$ cat src/rtl/deq_pkg.sv
package deq_pkg;

	// Queue capacity and derived widths.
	localparam int DEPTH   = 64;
	localparam int ADDR_W  = $clog2(DEPTH);
	localparam int CNT_W   = $clog2(DEPTH + 1);
	localparam int DATA_W  = 32;
	localparam int CMD_W   = 2;
	localparam int STAT_W  = 2;
	// Position sums of head and count are held one bit wider than the count.
	localparam int POS_W   = CNT_W + 1;

	// Result payload: front, back, count, empty flag, padded to whole bytes.
	localparam int OUT_RAW_W = 2 * DATA_W + CNT_W + 1;
	localparam int OUT_W     = ((OUT_RAW_W + 7) / 8) * 8;

	typedef enum logic [CMD_W-1:0] {
		CMD_PUSH_BACK  = 2'd0,
		CMD_PUSH_FRONT = 2'd1,
		CMD_POP_BACK   = 2'd2,
		CMD_POP_FRONT  = 2'd3
	} cmd_t;

	typedef enum logic [STAT_W-1:0] {
		ST_OK    = 2'd0,
		ST_UNDER = 2'd1,
		ST_OVER  = 2'd2,
		ST_RSVD  = 2'd3
	} status_t;

	// Commands from the controller to the datapath.
	typedef struct packed {
		logic latch_in;  // capture the accepted transfer
		logic exec;      // apply the operation and write the RAM
		logic load_out;  // load the result register
	} dp_cmd_t;

endpackage

$ cat src/rtl/deq_ram.sv
module deq_ram #(
	parameter int WIDTH = 32,
	parameter int DEPTH = 64
) (
	input  logic                     clk,
	input  logic                     we,
	input  logic [$clog2(DEPTH)-1:0] waddr,
	input  logic [WIDTH-1:0]         wdata,
	input  logic [$clog2(DEPTH)-1:0] raddr_a,
	input  logic [$clog2(DEPTH)-1:0] raddr_b,
	output logic [WIDTH-1:0]         rdata_a,
	output logic [WIDTH-1:0]         rdata_b
);

	logic [WIDTH-1:0] mem [DEPTH];

	always_ff @(posedge clk) begin
		if (we) begin
			mem[waddr] <= wdata;
		end
		rdata_a <= mem[raddr_a];
		rdata_b <= mem[raddr_b];
	end

endmodule

$ cat src/rtl/deq_ctrl.sv
module deq_ctrl (
	input  logic              clk,
	input  logic              arst_n,
	input  logic              in_valid,
	output logic              in_ready,
	output logic              out_valid,
	input  logic              out_ready,
	output deq_pkg::dp_cmd_t  cmd
);

	typedef enum logic [3:0] {
		S_IDLE = 4'b0001,
		S_EXEC = 4'b0010,
		S_READ = 4'b0100,
		S_LOAD = 4'b1000
	} state_t;

	state_t state_q;
	logic   out_valid_q;
	logic   load_ok;

	assign in_ready  = (state_q == S_IDLE);
	assign out_valid = out_valid_q;
	// The result register may be refilled once it is empty or being drained.
	assign load_ok   = (state_q == S_LOAD) && (!out_valid_q || out_ready);

	always_comb begin
		cmd          = '0;
		cmd.latch_in = in_valid && (state_q == S_IDLE);
		cmd.exec     = (state_q == S_EXEC);
		cmd.load_out = load_ok;
	end

	always_ff @(posedge clk or negedge arst_n) begin
		if (!arst_n) begin
			state_q     <= S_IDLE;
			out_valid_q <= 1'b0;
		end else begin
			case (state_q)
				S_IDLE: begin
					if (in_valid) state_q <= S_EXEC;
				end
				S_EXEC: state_q <= S_READ;
				S_READ: state_q <= S_LOAD;
				S_LOAD: begin
					if (load_ok) state_q <= S_IDLE;
				end
				default: state_q <= S_IDLE;
			endcase

			if (load_ok) begin
				out_valid_q <= 1'b1;
			end else if (out_ready) begin
				out_valid_q <= 1'b0;
			end
		end
	end

	assert property (@(posedge clk) disable iff (!arst_n)
		cmd.latch_in |=> state_q == S_EXEC)
		else $error("accepted transfer did not start execution");

	assert property (@(posedge clk) disable iff (!arst_n)
		cmd.load_out |=> out_valid_q && state_q == S_IDLE)
		else $error("result load did not raise output valid");

	assert property (@(posedge clk) disable iff (!arst_n)
		(out_valid_q && !out_ready && !load_ok) |=> out_valid_q)
		else $error("stalled result was dropped");

endmodule

$ cat src/rtl/deq_dp.sv
module deq_dp (
	input  logic                                  clk,
	input  logic                                  arst_n,
	input  deq_pkg::dp_cmd_t                      cmd,
	input  logic [deq_pkg::CMD_W-1:0]             in_cmd,
	input  logic [deq_pkg::DATA_W-1:0]            in_value,
	output logic [deq_pkg::DATA_W-1:0]            front_value,
	output logic [deq_pkg::DATA_W-1:0]            back_value,
	output logic [deq_pkg::CNT_W-1:0]             entry_count,
	output logic                                  is_empty,
	output logic [deq_pkg::STAT_W-1:0]            status
);

	deq_pkg::cmd_t                    cmd_q;
	logic [deq_pkg::DATA_W-1:0]       value_q;
	logic [deq_pkg::ADDR_W-1:0]       head_q;
	logic [deq_pkg::CNT_W-1:0]        occ_q;
	deq_pkg::status_t                 status_q;

	logic [deq_pkg::DATA_W-1:0]       front_q, back_q;
	logic [deq_pkg::CNT_W-1:0]        count_q;
	logic                             empty_q;
	deq_pkg::status_t                 out_status_q;

	logic                             is_push, full, empty;
	logic [deq_pkg::ADDR_W-1:0]       head_dec, tail_pos, back_pos;
	logic                             ram_we;
	logic [deq_pkg::ADDR_W-1:0]       ram_waddr;
	logic [deq_pkg::DATA_W-1:0]       rdata_a, rdata_b;

	// Reduce a position below twice the depth into the ring.
	function automatic logic [deq_pkg::ADDR_W-1:0] wrap_pos(
			input logic [deq_pkg::POS_W-1:0] p);
		logic [deq_pkg::POS_W-1:0] r;
		r = (p >= deq_pkg::POS_W'(deq_pkg::DEPTH)) ? p - deq_pkg::POS_W'(deq_pkg::DEPTH) : p;
		return r[deq_pkg::ADDR_W-1:0];
	endfunction

	assign is_push  = (cmd_q == deq_pkg::CMD_PUSH_BACK) || (cmd_q == deq_pkg::CMD_PUSH_FRONT);
	assign full     = (occ_q == deq_pkg::CNT_W'(deq_pkg::DEPTH));
	assign empty    = (occ_q == '0);
	assign head_dec = (head_q == '0) ? deq_pkg::ADDR_W'(deq_pkg::DEPTH - 1) : head_q - 1'b1;
	assign tail_pos = wrap_pos(deq_pkg::POS_W'(head_q) + deq_pkg::POS_W'(occ_q));
	// Back entry sits one below the tail; only meaningful when not empty.
	assign back_pos = wrap_pos(deq_pkg::POS_W'(head_q) + deq_pkg::POS_W'(occ_q)
		- deq_pkg::POS_W'(1));

	assign ram_we    = cmd.exec && is_push && !full;
	assign ram_waddr = (cmd_q == deq_pkg::CMD_PUSH_FRONT) ? head_dec : tail_pos;

	deq_ram #(
		.WIDTH(deq_pkg::DATA_W),
		.DEPTH(deq_pkg::DEPTH)
	) u_ram (
		.clk     (clk),
		.we      (ram_we),
		.waddr   (ram_waddr),
		.wdata   (value_q),
		.raddr_a (head_q),
		.raddr_b (back_pos),
		.rdata_a (rdata_a),
		.rdata_b (rdata_b)
	);

	always_ff @(posedge clk or negedge arst_n) begin
		if (!arst_n) begin
			head_q <= '0;
			occ_q  <= '0;
		end else if (cmd.exec) begin
			if (is_push) begin
				if (!full) begin
					occ_q <= occ_q + 1'b1;
					if (cmd_q == deq_pkg::CMD_PUSH_FRONT) head_q <= head_dec;
				end
			end else if (!empty) begin
				occ_q <= occ_q - 1'b1;
				if (cmd_q == deq_pkg::CMD_POP_FRONT) begin
					head_q <= wrap_pos(deq_pkg::POS_W'(head_q) + deq_pkg::POS_W'(1));
				end
			end
		end
	end

	always_ff @(posedge clk) begin
		if (cmd.latch_in) begin
			cmd_q   <= deq_pkg::cmd_t'(in_cmd);
			value_q <= in_value;
		end
		if (cmd.exec) begin
			if (is_push) status_q <= full ? deq_pkg::ST_OVER : deq_pkg::ST_OK;
			else         status_q <= empty ? deq_pkg::ST_UNDER : deq_pkg::ST_OK;
		end
		if (cmd.load_out) begin
			front_q      <= empty ? '0 : rdata_a;
			back_q       <= empty ? '0 : rdata_b;
			count_q      <= occ_q;
			empty_q      <= empty;
			out_status_q <= status_q;
		end
	end

	assign front_value = front_q;
	assign back_value  = back_q;
	assign entry_count = count_q;
	assign is_empty    = empty_q;
	assign status      = out_status_q;

	assert property (@(posedge clk) disable iff (!arst_n)
		occ_q <= deq_pkg::CNT_W'(deq_pkg::DEPTH))
		else $error("occupancy beyond capacity");

	assert property (@(posedge clk) disable iff (!arst_n)
		(cmd.exec && is_push && full) |=> occ_q == $past(occ_q) && head_q == $past(head_q))
		else $error("push on full queue changed state");

	assert property (@(posedge clk) disable iff (!arst_n)
		(cmd.exec && !is_push && empty) |=> occ_q == $past(occ_q) && head_q == $past(head_q))
		else $error("pop on empty queue changed state");

endmodule

$ cat src/rtl/double_ended_queue.sv
// Bounded double-ended queue of 32-bit signed values held in a ring buffer of
// deq_pkg::DEPTH entries (64). Each input transfer carries an operation in
// s_tuser (push back, push front, pop back, pop front) and a value in s_tdata
// that only pushes use. Every input transfer yields exactly one output
// transfer that reports the front and back values after the operation (zero
// when the queue is empty), the entry count, an empty flag, and a status in
// m_tuser: ok, underflow for a pop of an empty queue, or overflow for a push
// to a full queue; both faults leave the queue unchanged. An item passes
// through these steps in order: it is accepted and captured, the head and
// count move and the slot is written, the front and back slots are read
// through the registered read ports of the storage RAM, and the result
// register is loaded, which raises m_tvalid. The next item is accepted as
// soon as the result is loaded, even while that result still waits for
// m_tready; a result that cannot be loaded because the previous one is
// still waiting holds the input off until m_tready drains it. No clearing
// pass runs after reset: only slots that were written by a push ever reach
// the output.
module double_ended_queue (
	input  logic                         clk,
	input  logic                         arst_n,

	input  logic                         s_tvalid,
	output logic                         s_tready,
	// [31:0] push_value
	input  logic [deq_pkg::DATA_W-1:0]   s_tdata,
	// [1:0] cmd
	input  logic [deq_pkg::CMD_W-1:0]    s_tuser,

	output logic                         m_tvalid,
	input  logic                         m_tready,
	// [31:0] front_value, [63:32] back_value, [70:64] entry_count, [71] is_empty
	output logic [deq_pkg::OUT_W-1:0]    m_tdata,
	// [1:0] status
	output logic [deq_pkg::STAT_W-1:0]   m_tuser
);

	deq_pkg::dp_cmd_t                 dp_cmd;
	logic [deq_pkg::DATA_W-1:0]       front_value, back_value;
	logic [deq_pkg::CNT_W-1:0]        entry_count;
	logic                             is_empty;

	// The controller sequences each transfer; the datapath owns the pointers,
	// the storage and the result register.
	deq_ctrl u_ctrl (
		.clk       (clk),
		.arst_n    (arst_n),
		.in_valid  (s_tvalid),
		.in_ready  (s_tready),
		.out_valid (m_tvalid),
		.out_ready (m_tready),
		.cmd       (dp_cmd)
	);

	deq_dp u_dp (
		.clk         (clk),
		.arst_n      (arst_n),
		.cmd         (dp_cmd),
		.in_cmd      (s_tuser),
		.in_value    (s_tdata),
		.front_value (front_value),
		.back_value  (back_value),
		.entry_count (entry_count),
		.is_empty    (is_empty),
		.status      (m_tuser)
	);

	// Pack the result fields from the lowest bit up and zero the byte padding.
	assign m_tdata = deq_pkg::OUT_W'({is_empty, entry_count, back_value, front_value});

endmodule
$ cat config.mk
export PLATFORM = sky130hd
export DESIGN_NAME = double_ended_queue
export DESIGN_NICKNAME = d
export VERILOG_FILES = /design/src/rtl/deq_pkg.sv /design/src/rtl/deq_ram.sv /design/src/rtl/deq_ctrl.sv /design/src/rtl/deq_dp.sv /design/src/rtl/double_ended_queue.sv
export SDC_FILE = /design/constraint.sdc
export NUM_CORES = 2
export LEC_CHECK = 0
export BUFFER_PORTS_ARGS = -buffer_cell sky130_fd_sc_hd__buf_4
export CORE_UTILIZATION = 47
export CTS_BUF_LIST = sky130_fd_sc_hd__clkbuf_8
export DETAILED_ROUTE_END_ITERATION = 8
export SETUP_SLACK_MARGIN = 0.15
export SLEW_MARGIN = 40
export SYNTH_ARGS = -nofsm -noshare
export SYNTH_HDL_FRONTEND = slang
export SYNTH_SLANG_ARGS = --single-unit
$ cat constraint.sdc
create_clock -name clk -period 8.4 [get_ports clk]
set_input_delay 0.42 -clock clk [delete_from_list [all_inputs] [get_ports clk]]
set_output_delay 0.42 -clock clk [all_outputs]
set_load 0.02 [all_outputs]
==> flow_summary.yaml <==
critical_path:
  endpoint_kind: "flop"
  cp.required_ns: 9.31
  max_stage_delay_ns: 0.88
  critPathKind: "flop to flop"
  crit_path_cell_trace: "ha_4 -> fa_1 -> inv_1 -> ha_4 -> inv_1 -> a2111oi_2 -> o22ai_2 -> nand2_8 -> buf_4 -> mux4_2 -> nand3_1 -> o211ai_1"
  critPathSlowestCell: "dfrtp_4"
  startpoint: "u_dp.head_q[0]$_DFFE_PN0P_"
  r2r_cells: 12
  start_kind: "flop"
  cp_max_fo: 41
  arrival_ns: 6.25
  reg2reg_from: "u_dp.head_q[0]$_DFFE_PN0P_"
routing:
  vias_per_cell: 6.90
  drt_wl_total_um: 320000
  drt-initial-drc-count: 7956
  ant_nets: 0
  num_vias: 56900
  wl_per_cell_um: 38.8
  drt_pre_antenna_iters: 5
  remaining_drc_errors: 0
floorplanning:
  die_w_um: 465
  die_h_um: 465
  die_area_um2: 216000
  fp.coreArea_um2: 213000
  io_pins: 114
  initial_core_util_pct: 47.4
  num_rows: 169
status:
  status: "finished, final reports clean"
timing:
  setup_viol: 0
  finalCritPeriodShare_pct: 63.6
  slew_headroom_pct: 36.4
  tightest_slew_ns: 0.955
  hold_ws_ns: 0.108
  rsz0062_at_grt: "no"
  hold_viol: 0
  tns_ns: 0
  fmax_ghz: 0.187
  finClkSkew_ns: 0.0692
  min_period_ns: 5.34
  slew_viol_final: 0
global_routing:
  grt_max_degree: 100
  grt_pass1_vias: 56700
  grt_pass1_wl_um: 443000
  antenna_found_initial: 22
  grt_use_total_pct: 29.6
  grt_overflow: 0
worst_hold_path:
  hp-start: "s_tdata[3]"
  hold_path_class: "input pin to flop"
  hold_depth: 2
place:
  port-buffer-count: 113
  gp_congestion: 0.828
  dp_hpwl_um: 174000
synth:
  ys_warn_count: 0
  synth_simple_gate_area_share_pct: 2.57
  synth_seq_cells: 2240
  synth_fa_ha_area_share_pct: 0.213
  synth_edf_count: 2158
  synth_top_family_by_area: "multiplexers"
  syn_inst: 4692
  synthMuxAreaShare_pct: 28.2
  synth_ff_type: "edfxtp_1"
  ys_seq_area_share_pct: 66.0
  ys_async_sr_fraction_pct: 0.804
  netlist_area_um2: 101000
  syn_area_per_cell_um2: 21.5
  synth-compound-area-share_pct: 1.39
  synth_nets: 4746
  ys_types: 63
  synth_xor_area_share_pct: 0.153
cts:
  ctsLongestPathBuffers: 4
  cts.reportedPaths.clkPinSlew_ns: 0.06
  postCtsSetupBuffers: 0
  cts_resized: 0
  tritoncts: "built"
  htreeDepth: 5
  cts.sinks: 2240
  cts_buffers: 383
  clk_latency_ns: 1.10
  ctsHoldBuffers: 65
  clock-root-buffer: "clkbuf_8"
final_layout:
  final_layout_size_suffix_gt1_share_pct: 39.9
  layout_common_cells: "2158 x edfxtp_1, 1239 x mux4_2, 411 x clkbuf_8"
  final_common_cell: "edfxtp_1"
  fin_nets: 5174
  syn_to_final_growth_pct: 13.7
flow_run:
  drv_cap: 0
[stage by stage]
| stage | setup slack (ns) | util (%) | instance area [µm²] | cells |
|---|---|---|---|---|
| final | 3.06 | 53.9 | 115000 | 8248 |
| after global routing | 2.78 | 53.9 | 115000 | 8242 |
| after CTS | 3.01 | 53.8 | 115000 | 8232 |
| after detailed placement | 3.03 | 50.2 | 107000 | 7485 |
| after global placement | 2.56 | 49.7 | 106000 | 7444 |
| after floorplan | 3.87 | - | 101000 | 4692 |
[synthesized netlist by cell type, drive strengths merged (3+ instances only)]
master / number / share of area (%)
dfxtp: 64 / 1.3
xor2: 3 / 0.026
clkbuf: 236 / 0.88
nand2: 99 / 0.38
nor2b: 70 / 0.43
o221ai: 31 / 0.27
buf: 117 / 0.61
o21ai: 31 / 0.15
inv: 14 / 0.052
mux2: 10 / 0.11
edfxtp: 2158 / 64
ha: 14 / 0.17
a21o: 5 / 0.037
mux4: 1239 / 28
nand4: 11 / 0.083
dfrtp: 17 / 0.42
nand3: 83 / 0.41
nor4: 4 / 0.025
o22ai: 7 / 0.050
a31oi: 6 / 0.037
xnor2: 12 / 0.10
o211ai: 37 / 0.28
and2: 5 / 0.031
a21oi: 17 / 0.088
a32oi: 35 / 0.30
nor3: 12 / 0.060
nor2: 277 / 1.0
and3: 5 / 0.031
mux2i: 40 / 0.40
[cell families (layout without fill, tap and decap cells)]
group / count (synthesis) / after routing
and+or+nand+nor: 576 / 576
muxes: 1289 / 1289
other: 0 / 10
buffers and inverters: 367 / 1092
xor gates and xnor gates: 16 / 16
adders and majority gates: 16 / 16
DFF: 2240 / 2240
AOI/OAI and AO/OA: 188 / 188
[layout make-up]
type | count | area (µm²)
inverters | 14 | 52.6
repair buffers | 396 | 4020
clock inverters | 271 | 1380
flip-flops and latches | 2240 | 66600
fillers | 16400 | 98000
well taps | 2821 | 3530
clock buffers | 411 | 5660
diodes | 10 | 25.0
multi-input cells | 2085 | 33500
[flip-flops by register name (all words and copies together), names as in the netlist, 4 cells and up]
register / cells
u_dp.entry_count: 7
u_dp.u_ram.mem: 2048
u_dp.head_q: 6
u_dp.u_ram.rdata_a: 32
u_dp.occ_q: 7
u_dp.value_q: 32
u_dp.back_value: 32
u_ctrl.state_q: 4
u_dp.u_ram.rdata_b: 32
u_dp.front_value: 32
[worst paths after layout]
check	end	slack, ns
worst max-delay path	u_dp.u_ram.rdata_b[9]$_DFF_P_	3.06
worst max register to register	u_dp.u_ram.rdata_b[9]$_DFF_P_	3.06
worst min-delay path	u_dp.value_q[3]$_DFFE_PP_	0.11
worst min register to register	u_dp.status[1]$_DFFE_PP_	0.42
max in group asynchronous	u_dp.head_q[0]$_DFFE_PN0P_	7.56
min in group asynchronous	u_dp.occ_q[6]$_DFFE_PN0P_	0.48
[critical path, delay by kind of cell, from the launching register on]
| kind | cells | cell delay (ns) |
|---|---|---|
| buffers and inverters | 3 | 0.99 |
| AO/OA/AOI/OAI | 3 | 0.93 |
| AND/OR/NAND/NOR | 2 | 0.73 |
| multiplexers | 1 | 0.59 |
| flip-flops | 1 | 0.88 |
| adder cells (fa/ha/maj) | 3 | 0.96 |
[layer usage]
metal  track usage, %  vias up  wire length [µm]
met5                0        -                 0
met4             10.0        0             10800
met3             8.15      542             35300
met2             45.4     3794            150000
met1             41.1    31200            123000
li1                 -    21400                 -
Power is not shown: default switching activity piles up to over one toggle a cycle in this logic, so the estimate is an artifact.
